`src/rtl/core/itt_pkg.sv`:
```
`timescale 1ns / 1ps

package itt_pkg;

	localparam int SLOTS   = 16;
	localparam int MAX_OUT = 16;
	localparam int SLOT_W  = (SLOTS > 1) ? $clog2(SLOTS) : 1;
	localparam int LINK_W  = $clog2(SLOTS + 1);
	localparam int GEN_W   = 16;
	localparam int ID_W    = 20;
	localparam int FIRE_W  = $clog2(MAX_OUT + 1);

	localparam logic [LINK_W-1:0] LINK_NONE = LINK_W'(SLOTS);

	localparam logic [2:0] FN_ADD    = 3'd0;
	localparam logic [2:0] FN_STOP   = 3'd1;
	localparam logic [2:0] FN_CLEAR  = 3'd2;
	localparam logic [2:0] FN_TICK   = 3'd3;
	localparam logic [2:0] FN_RSTALL = 3'd4;

	localparam logic [2:0] ST_OK       = 3'd0;
	localparam logic [2:0] ST_BAD_IVL  = 3'd1;
	localparam logic [2:0] ST_FULL     = 3'd2;
	localparam logic [2:0] ST_RANGE    = 3'd3;
	localparam logic [2:0] ST_MISMATCH = 3'd4;

	typedef enum logic [2:0] {
		S_IDLE,
		S_DECODE,
		S_ADD_LINK,
		S_CHECK,
		S_WALK,
		S_FINISH
	} state_t;

	typedef struct packed {
		logic [31:0]      expiry;
		logic [23:0]      period;
		logic [GEN_W-1:0] gen;
		logic [7:0]       handler;
		logic [31:0]      arg;
	} rec_t;

	typedef struct packed {
		logic [2:0]      status;
		logic            fired;
		logic [ID_W-1:0] id;
		logic [7:0]      handler;
		logic [31:0]     arg;
		logic            last;
	} res_t;

	function automatic logic [ID_W-1:0] make_id(input logic [SLOT_W-1:0] slot,
		input logic [GEN_W-1:0] gen);
		logic [SLOT_W+GEN_W+3:0] w;
		w = '0;
		w[GEN_W +: SLOT_W] = slot;
		w[GEN_W-1:0] = gen;
		return w[ID_W-1:0];
	endfunction

endpackage

```
`src/rtl/core/itt_ram.sv`:
```
`timescale 1ns / 1ps

module itt_ram #(
	parameter int WIDTH = 8,
	parameter int DEPTH = 16
) (
	input  logic                                        clk,
	input  logic                                        we,
	input  logic [((DEPTH > 1) ? $clog2(DEPTH) : 1)-1:0] waddr,
	input  logic [WIDTH-1:0]                            wdata,
	input  logic [((DEPTH > 1) ? $clog2(DEPTH) : 1)-1:0] raddr,
	output logic [WIDTH-1:0]                            rdata
);

	logic [WIDTH-1:0] mem [DEPTH];

	always_ff @(posedge clk) begin
		if (we) begin
			mem[waddr] <= wdata;
		end
		rdata <= mem[raddr];
	end

endmodule

```
`src/rtl/core/interval_timer_table_unit.sv`:
```
`timescale 1ns / 1ps
// Add, stop, clear and unknown items pass the decode state only; an add that links behind
// an existing tail then passes the link state, a stop or clear that reaches the generation
// check the check state. Tick and restart all walk the insertion list one live timer per
// cycle through the single read port of the record memory; an empty list skips the walk.
// A result is strobed by done the cycle after it is formed and cannot be stalled; the next
// item is accepted in the first cycle busy is low. Reset clears valid bits, list ends, count.

module interval_timer_table_unit (
	input  logic        clk,
	input  logic        arst_n,
	input  logic        start,
	output logic        busy,
	input  logic [2:0]  func,
	input  logic [31:0] now,
	input  logic [23:0] interval,
	input  logic [23:0] timer_id,
	input  logic [7:0]  handler,
	input  logic [31:0] argument,
	output logic        done,
	output logic [2:0]  status,
	output logic        fired,
	output logic [19:0] result_id,
	output logic [7:0]  out_handler,
	output logic [31:0] out_argument,
	output logic        last
);

	localparam int SW = itt_pkg::SLOT_W;
	localparam int LW = itt_pkg::LINK_W;
	localparam int RW = $bits(itt_pkg::rec_t);

	itt_pkg::state_t state_q, state_d;

	logic [2:0]  func_q;
	logic [31:0] now_q;
	logic [23:0] ivl_q;
	logic [23:0] tid_q;
	logic [7:0]  hnd_q;
	logic [31:0] arg_q;

	logic [itt_pkg::SLOTS-1:0] valid_q, valid_d;
	logic [LW-1:0] head_q, head_d, tail_q, tail_d, lnk_q, lnk_d;
	logic [itt_pkg::GEN_W-1:0] cnt_q, cnt_d;
	logic [SW-1:0] slot_q, slot_d;
	logic [itt_pkg::FIRE_W-1:0] nfire_q, nfire_d;
	itt_pkg::res_t pend_q, pend_d, out_q, res_d;
	logic pend_v_q, pend_v_d, out_v_q, emit;

	logic rec_we, nxt_we, prv_we;
	logic [SW-1:0] rec_wa, nxt_wa, prv_wa, rd_addr;
	itt_pkg::rec_t rec_wd, rec_rd;
	logic [RW-1:0] rec_rd_raw;
	logic [LW-1:0] nxt_wd, prv_wd, nxt_rd, prv_rd;

	logic [SW-1:0] free_slot;
	logic free_found;

	assign rec_rd = itt_pkg::rec_t'(rec_rd_raw);

	itt_ram #(.WIDTH(RW), .DEPTH(itt_pkg::SLOTS)) u_rec (
		.clk(clk), .we(rec_we), .waddr(rec_wa), .wdata(rec_wd),
		.raddr(rd_addr), .rdata(rec_rd_raw)
	);

	itt_ram #(.WIDTH(LW), .DEPTH(itt_pkg::SLOTS)) u_next (
		.clk(clk), .we(nxt_we), .waddr(nxt_wa), .wdata(nxt_wd),
		.raddr(rd_addr), .rdata(nxt_rd)
	);

	itt_ram #(.WIDTH(LW), .DEPTH(itt_pkg::SLOTS)) u_prev (
		.clk(clk), .we(prv_we), .waddr(prv_wa), .wdata(prv_wd),
		.raddr(rd_addr), .rdata(prv_rd)
	);

	always_comb begin
		free_slot = '0;
		free_found = 1'b0;
		for (int i = itt_pkg::SLOTS - 1; i >= 0; i--) begin
			if (!valid_q[i]) begin
				free_slot = SW'(i);
				free_found = 1'b1;
			end
		end
	end

	always_comb begin
		if (state_q == itt_pkg::S_WALK) begin
			rd_addr = nxt_rd[SW-1:0];
		end else if (func_q == itt_pkg::FN_TICK || func_q == itt_pkg::FN_RSTALL) begin
			rd_addr = head_q[SW-1:0];
		end else begin
			rd_addr = tid_q[16 +: SW];
		end
	end

	always_comb begin
		state_d  = state_q;
		valid_d  = valid_q;
		head_d   = head_q;
		tail_d   = tail_q;
		lnk_d    = lnk_q;
		cnt_d    = cnt_q;
		slot_d   = slot_q;
		nfire_d  = nfire_q;
		pend_d   = pend_q;
		pend_v_d = pend_v_q;
		emit     = 1'b0;
		res_d    = '0;
		rec_we   = 1'b0;
		rec_wa   = slot_q;
		rec_wd   = rec_rd;
		nxt_we   = 1'b0;
		nxt_wa   = '0;
		nxt_wd   = '0;
		prv_we   = 1'b0;
		prv_wa   = '0;
		prv_wd   = '0;

		case (state_q)
			itt_pkg::S_IDLE: begin
				if (start) begin
					state_d = itt_pkg::S_DECODE;
				end
			end

			itt_pkg::S_DECODE: begin
				state_d = itt_pkg::S_IDLE;
				res_d.last = 1'b1;
				case (func_q)
					itt_pkg::FN_ADD: begin
						emit = 1'b1;
						if (ivl_q == '0) begin
							res_d.status = itt_pkg::ST_BAD_IVL;
						end else if (!free_found) begin
							res_d.status = itt_pkg::ST_FULL;
						end else begin
							rec_we = 1'b1;
							rec_wa = free_slot;
							rec_wd.expiry  = now_q + 32'(ivl_q);
							rec_wd.period  = ivl_q;
							rec_wd.gen     = cnt_q;
							rec_wd.handler = hnd_q;
							rec_wd.arg     = arg_q;
							nxt_we = 1'b1;
							nxt_wa = free_slot;
							nxt_wd = itt_pkg::LINK_NONE;
							prv_we = 1'b1;
							prv_wa = free_slot;
							prv_wd = tail_q;
							valid_d[free_slot] = 1'b1;
							cnt_d  = cnt_q + 1'b1;
							tail_d = LW'(free_slot);
							slot_d = free_slot;
							lnk_d  = tail_q;
							if (tail_q == itt_pkg::LINK_NONE) begin
								head_d = LW'(free_slot);
							end else begin
								state_d = itt_pkg::S_ADD_LINK;
							end
							res_d.status = itt_pkg::ST_OK;
							res_d.id = itt_pkg::make_id(free_slot, cnt_q);
						end
					end
					itt_pkg::FN_STOP, itt_pkg::FN_CLEAR: begin
						if (tid_q[23:16] >= 8'(itt_pkg::SLOTS)) begin
							emit = 1'b1;
							res_d.status = itt_pkg::ST_RANGE;
						end else if (!valid_q[tid_q[16 +: SW]]) begin
							emit = 1'b1;
							res_d.status = itt_pkg::ST_MISMATCH;
						end else begin
							slot_d = tid_q[16 +: SW];
							state_d = itt_pkg::S_CHECK;
						end
					end
					itt_pkg::FN_TICK, itt_pkg::FN_RSTALL: begin
						nfire_d = '0;
						pend_v_d = 1'b0;
						if (head_q == itt_pkg::LINK_NONE) begin
							emit = 1'b1;
						end else begin
							slot_d = head_q[SW-1:0];
							state_d = itt_pkg::S_WALK;
						end
					end
					default: begin
						emit = 1'b1;
					end
				endcase
			end

			itt_pkg::S_ADD_LINK: begin
				nxt_we = 1'b1;
				nxt_wa = lnk_q[SW-1:0];
				nxt_wd = LW'(slot_q);
				state_d = itt_pkg::S_IDLE;
			end

			itt_pkg::S_CHECK: begin
				state_d = itt_pkg::S_IDLE;
				emit = 1'b1;
				res_d.last = 1'b1;
				if (rec_rd.gen != tid_q[15:0]) begin
					res_d.status = itt_pkg::ST_MISMATCH;
				end else begin
					res_d.status = itt_pkg::ST_OK;
					if (func_q == itt_pkg::FN_STOP) begin
						valid_d[slot_q] = 1'b0;
						if (prv_rd != itt_pkg::LINK_NONE) begin
							nxt_we = 1'b1;
							nxt_wa = prv_rd[SW-1:0];
							nxt_wd = nxt_rd;
						end else begin
							head_d = nxt_rd;
						end
						if (nxt_rd != itt_pkg::LINK_NONE) begin
							prv_we = 1'b1;
							prv_wa = nxt_rd[SW-1:0];
							prv_wd = prv_rd;
						end else begin
							tail_d = prv_rd;
						end
					end else begin
						rec_we = 1'b1;
						rec_wd.expiry = now_q + 32'(rec_rd.period);
					end
				end
			end

			itt_pkg::S_WALK: begin
				if (valid_q[slot_q]) begin
					if (func_q == itt_pkg::FN_RSTALL) begin
						rec_we = 1'b1;
						rec_wd.expiry = now_q + 32'(rec_rd.period);
					end else if (now_q > rec_rd.expiry &&
						nfire_q < itt_pkg::FIRE_W'(itt_pkg::MAX_OUT)) begin
						rec_we = 1'b1;
						rec_wd.expiry = now_q + 32'(rec_rd.period);
						nfire_d = nfire_q + 1'b1;
						if (pend_v_q) begin
							emit = 1'b1;
							res_d = pend_q;
						end
						pend_v_d = 1'b1;
						pend_d.status  = itt_pkg::ST_OK;
						pend_d.fired   = 1'b1;
						pend_d.id      = itt_pkg::make_id(slot_q, rec_rd.gen);
						pend_d.handler = rec_rd.handler;
						pend_d.arg     = rec_rd.arg;
						pend_d.last    = 1'b0;
					end
				end
				slot_d = nxt_rd[SW-1:0];
				if (nxt_rd == itt_pkg::LINK_NONE) begin
					state_d = itt_pkg::S_FINISH;
				end
			end

			itt_pkg::S_FINISH: begin
				state_d = itt_pkg::S_IDLE;
				emit = 1'b1;
				if (pend_v_q) begin
					res_d = pend_q;
				end
				res_d.last = 1'b1;
				pend_v_d = 1'b0;
			end

			default: begin
				state_d = itt_pkg::S_IDLE;
			end
		endcase
	end

	always_ff @(posedge clk or negedge arst_n) begin
		if (!arst_n) begin
			state_q  <= itt_pkg::S_IDLE;
			valid_q  <= '0;
			head_q   <= itt_pkg::LINK_NONE;
			tail_q   <= itt_pkg::LINK_NONE;
			cnt_q    <= '0;
			pend_v_q <= 1'b0;
			out_v_q  <= 1'b0;
			nfire_q  <= '0;
		end else begin
			state_q  <= state_d;
			valid_q  <= valid_d;
			head_q   <= head_d;
			tail_q   <= tail_d;
			cnt_q    <= cnt_d;
			pend_v_q <= pend_v_d;
			out_v_q  <= emit;
			nfire_q  <= nfire_d;
		end
	end

	always_ff @(posedge clk) begin
		if (state_q == itt_pkg::S_IDLE && start) begin
			func_q <= func;
			now_q  <= now;
			ivl_q  <= interval;
			tid_q  <= timer_id;
			hnd_q  <= handler;
			arg_q  <= argument;
		end
		slot_q <= slot_d;
		lnk_q  <= lnk_d;
		pend_q <= pend_d;
		if (emit) begin
			out_q <= res_d;
		end
	end

	assign busy         = (state_q != itt_pkg::S_IDLE);
	assign done         = out_v_q;
	assign status       = out_q.status;
	assign fired        = out_q.fired;
	assign result_id    = out_q.id;
	assign out_handler  = out_q.handler;
	assign out_argument = out_q.arg;
	assign last         = out_q.last;

endmodule
```
`config.mk`:
```
export PLATFORM = sky130hd
export DESIGN_NAME = interval_timer_table_unit
export DESIGN_NICKNAME = d
export VERILOG_FILES = /design/src/rtl/core/itt_pkg.sv /design/src/rtl/core/itt_ram.sv /design/src/rtl/core/interval_timer_table_unit.sv
export SDC_FILE = /design/constraint.sdc
export NUM_CORES = 2
export LEC_CHECK = 0
export BUFFER_PORTS_ARGS = -buffer_cell sky130_fd_sc_hd__clkbuf_2
export CELL_PAD_IN_SITES_DETAIL_PLACEMENT = 2
export CELL_PAD_IN_SITES_GLOBAL_PLACEMENT = 2
export CORE_MARGIN = 4
export CORE_UTILIZATION = 53
export CTS_BUF_LIST = sky130_fd_sc_hd__clkbuf_4 sky130_fd_sc_hd__clkbuf_8 sky130_fd_sc_hd__clkbuf_16
export CTS_CLUSTER_DIAMETER = 100
export CTS_CLUSTER_SIZE = 40
export DETAILED_ROUTE_END_ITERATION = 12
export GPL_TIMING_DRIVEN = 0
export MAX_ROUTING_LAYER = met4
export PLACE_DENSITY_LB_ADDON = 0.2
export SETUP_SLACK_MARGIN = 0.4
export SLEW_MARGIN = 20
export SYNTH_ARGS = -nofsm -noshare
export SYNTH_HDL_FRONTEND = slang
export SYNTH_HIERARCHICAL = 1
export SYNTH_SLANG_ARGS = --single-unit
```
`constraint.sdc`:
```
create_clock -name clk -period 22 [get_ports clk]
set_input_delay 1.1 -clock clk [delete_from_list [all_inputs] [get_ports clk]]
set_output_delay 1.1 -clock clk [all_outputs]
set_load 0.02 [all_outputs]
```
==> impl_metrics.env, run 1 <==
export IMPL_synth_largest_area_cell="edfxtp_1"
export IMPL_synth_avg_cell_area_um2=19.4
export IMPL_synth_edff_count=2208
export IMPL_ys_seq_elements=2382
export IMPL_die_w_um=425
export IMPL_yosysTopAreaCellShare_pct=71.8
export IMPL_yosys_warnings=6
export IMPL_rows=152
export IMPL_synth_most_common_cell="edfxtp_1"
export IMPL_synthArstFlopShare_pct=2.18
export IMPL_synth_top_flop_cell="edfxtp_1"
export IMPL_initial_utilization_pct=53.5
export IMPL_dp_hpwl_um=260000
export IMPL_portBuffers=192
export IMPL_gp_congestion=0.895
export IMPL_status="stopped before the end"
export IMPL_syn_nets=4973
export IMPL_first_error="[ERROR DPL-0033] detailed placement checks failed during check placement."
export IMPL_syn_area_um2=92300
export IMPL_synthTopCellsByArea="edfxtp_1 (72%), mux4_2 (12%), dfxtp_1 (2.6%), nand2_1 (2.0%), a22oi_1 (2.0%)"
export IMPL_ios=193
export IMPL_syn_inst=4763
export IMPL_stop_stage="detailed placement"
export IMPL_synth_commonest_cells="edfxtp_1 (2208), nand2_1 (502), mux4_2 (498)"
export IMPL_die_h_um=425
export IMPL_ys_seq_area_share_pct=75.9
export IMPL_yosysUniqueCellTypes=86
## per-stage QoR
| step | hold WS, ns | std cells | setup slack, ns | instance area (µm²) |
|---|---|---|---|---|
| floorplan | 0.408 | 4763 | 10.90 | 92300 |
| global placement | 0.416 | 7265 | -1.47 | 96200 |
## cell families after synthesis
family	after synthesis	synth area share, %
and+or+nand+nor	862	4.16
AOI/OAI and AO/OA	580	4.42
buffers and inverters	272	1.44
DFF	2382	75.9
adders and majority gates	84	1.15
muxes	504	12.2
xor gates and xnor gates	79	0.749
==> run 2: changes to the inputs <==
- CELL_PAD_IN_SITES_DETAIL_PLACEMENT: 2 -> not set
- CELL_PAD_IN_SITES_GLOBAL_PLACEMENT: 2 -> not set
- CORE_UTILIZATION: 53 -> 40
- CTS_BUF_LIST: sky130_fd_sc_hd__clkbuf_4 sky130_fd_sc_hd__clkbuf_8 sky130_fd_sc_hd__clkbuf_16 -> not set
- CTS_CLUSTER_DIAMETER: 100 -> not set
- CTS_CLUSTER_SIZE: 40 -> not set
- MAX_ROUTING_LAYER: met4 -> not set
- PLACE_DENSITY_LB_ADDON: 0.2 -> 0.15
- SETUP_SLACK_MARGIN: 0.4 -> not set
==> impl_metrics.env, run 2 <==
export IMPL_fp_dieArea_um2=239000
export IMPL_top_layer="met4"
export IMPL_ys_seq_elements=2382
export IMPL_grt_use_total_pct=22.2
export IMPL_grt_pass1_vias=49800
export IMPL_fin_skew_ns=0.0718
export IMPL_die_w_um=488
export IMPL_grt_overflow_total=0
export IMPL_synth_most_common_cell="edfxtp_1"
export IMPL_post_cts_resized=0
export IMPL_dp_hpwl_um=181000
export IMPL_clk_path_buf_depth=3
export IMPL_post_route_period_util_pct=30.4
export IMPL_cap_viol_max_count=0
export IMPL_portBuffers=192
export IMPL_dr_wl_met2_um=129000
export IMPL_power_density_nw_per_um2=143
export IMPL_synthArstFlopShare_pct=2.18
export IMPL_worst_slack_ns=15.32
export IMPL_synth_top_flop_cell="edfxtp_1"
export IMPL_postRouteAntennaNets=0
export IMPL_drive_gt1_share_pct=25.7
export IMPL_vias_per_cell=5.67
export IMPL_synth_edff_count=2208
export IMPL_yosysTopAreaCellShare_pct=71.8
export IMPL_fin_crit_ns=6.68
export IMPL_final_core_util_pct=47.4
export IMPL_fin_cells=8658
export IMPL_syn_nets=4973
export IMPL_yosys_warnings=6
export IMPL_drt_iter0_drc=4861
export IMPL_top_regs="u_rec/mem: 1792 flops, u_rec/rdata: 112 flops"
export IMPL_root_buffer="clkbuf_16"
export IMPL_critPathArrivalTime_ns=7.27
export IMPL_synth_avg_cell_area_um2=19.4
export IMPL_grt_max_degree=47
export IMPL_syn_inst=4763
export IMPL_die_h_um=488
export IMPL_vias=49100
export IMPL_cts_tree="done"
export IMPL_htree_levels=4
export IMPL_ios=193
export IMPL_wl_per_cell_um=30.7
export IMPL_area_delta_synth_final_pct=18.1
export IMPL_slowest_delay_ns=0.88
export IMPL_dr_wl_met3_um=17100
export IMPL_regMostFlops="u_rec/mem"
export IMPL_hold_class="input pin to asynchronous set/reset pin"
export IMPL_crit_fanout=10
export IMPL_final_hold_viol_count=0
export IMPL_layout_commonest_cell="edfxtp_1"
export IMPL_cts_buffers=241
export IMPL_cp_slowest_cell="nor2_1"
export IMPL_yosysUniqueCellTypes=86
export IMPL_syn_area_um2=92300
export IMPL_criticalPathCategory="flop to flop"
export IMPL_rows=176
export IMPL_largest_reg_flops=1792
export IMPL_final_nets=5621
export IMPL_drc=0
export IMPL_grt_pass1_wl_um=376000
export IMPL_required_ns=22.59
export IMPL_worst_ir_drop_vdd_v=0.0000860
export IMPL_initial_utilization_pct=40.2
export IMPL_max_freq_ghz=0.150
export IMPL_place_ws_ns=15.39
export IMPL_routed_wl_um=266000
export IMPL_place_detailed_instances=8194
export IMPL_end_kind="flop"
export IMPL_synth_commonest_cells="edfxtp_1 (2208), nand2_1 (502), mux4_2 (498)"
export IMPL_cts_sinks=2382
export IMPL_crit_buf_inv=10
export IMPL_setup_viol_count_final=0
export IMPL_clkTransAtPathRegs_ns=0.06
export IMPL_crit_family="simple AND/OR/NAND/NOR gates"
export IMPL_cts_hold_buf=0
export IMPL_crit_chain="nor4_1 -> nand4_1 -> nor2_1 -> nor4b_4 -> nand2_2 -> inv_1 -> buf_2 -> buf_2 -> nand2_1 -> nand2_1 -> nor3_2 -> buf_6 -> buf_4 -> buf_4 -> buf_4 -> buf_4 -> buf_4 -> buf_4"
export IMPL_setup_worst_path_start_class="flop"
export IMPL_final_cell_mix="edfxtp_1 (2208), nand2_1 (501), mux4_2 (498)"
export IMPL_drt_pass1_iterations=6
export IMPL_status="complete, no violations"
export IMPL_core_um2=230000
export IMPL_holdWs_ns=0.133
export IMPL_wl_met1_um=113000
export IMPL_totalPowerFinal_mw=15.6
export IMPL_finalMaxSlewViolations=0
export IMPL_rsz0062_at_grt="false"
export IMPL_p_leak_nw=36.5
export IMPL_antenna_found_initial=14
export IMPL_synth_largest_area_cell="edfxtp_1"
export IMPL_worst_pin_slew_ns=1.11
export IMPL_crit_path_frequent_cell="buf_4"
export IMPL_synthTopCellsByArea="edfxtp_1 (72%), mux4_2 (12%), dfxtp_1 (2.6%), nand2_1 (2.0%), a22oi_1 (2.0%)"
export IMPL_post_cts_buffers=0
export IMPL_gp_congestion=0.877
export IMPL_clock_latency_ns=0.90
export IMPL_relSlewSlack_pct=25.6
export IMPL_ys_seq_area_share_pct=75.9
==> run 2: cell counts after synthesis <==
No cell type changed its count.
==> run 2: worst paths after layout <==
path,start,endpoint,slack (ns),cells after the start
worst max-delay path,ivl_q[1],u_rec/mem[8][107],15.32,18
worst min-delay path,arst_n,done,0.13,1
worst max register to register,ivl_q[1],u_rec/mem[8][107],15.32,18
worst min register to register,u_rec/rdata[14],pend_q[15],0.43,0
max in group asynchronous,arst_n,tail_q[4],21.26,2
min in group clk,argument[15],arg_q[15],0.38,1
==> run 2: cell type report <==
cell class / instances / area, µm²
Buffer: 213 / 1130
Clock inverter: 138 / 1640
Clock buffer: 322 / 6640
Multi-Input combinational cell: 2109 / 21200
Tap cell: 3026 / 3790
Fill cell: 19300 / 121000
Sequential cell: 2382 / 70000
Timing Repair Buffer: 405 / 4410
Inverter: 59 / 221
Antenna cell: 4 / 10.0
==> run 2: routing by layer <==
metal	track usage, %	up-vias
met5	0	-
met4	5.67	0
met3	3.76	314
met2	36.2	1740
met1	31.1	26400
li1	-	20700
==> run 2: cells by family after synthesis <==
kind of cell	count (synthesis)	synth area share, %
AO/OA/AOI/OAI	580	4.42
XOR/XNOR	79	0.749
adder cells (fa/ha/maj)	84	1.15
buffers and inverters	272	1.44
flip-flops	2382	75.9
multiplexers	504	12.2
AND/OR/NAND/NOR	862	4.16
==> run 2: through the flow <==
stage | cell area [µm²] | TNS (ns)
finish | 109000 | 0
global route | 109000 | 0
CTS | 109000 | 0
detailed placement | 101000 | 0
global placement | 97100 | -1259.18
floorplan | 92300 | 0
==> run 2: report_power, final <==
part	switching [mW]	internal [mW]
sequential	0.274	5.96
clock	1.77	2.45
combinational	3.20	1.91
total	5.25	10.3
Note: power is estimated with default switching activity, not from simulation.
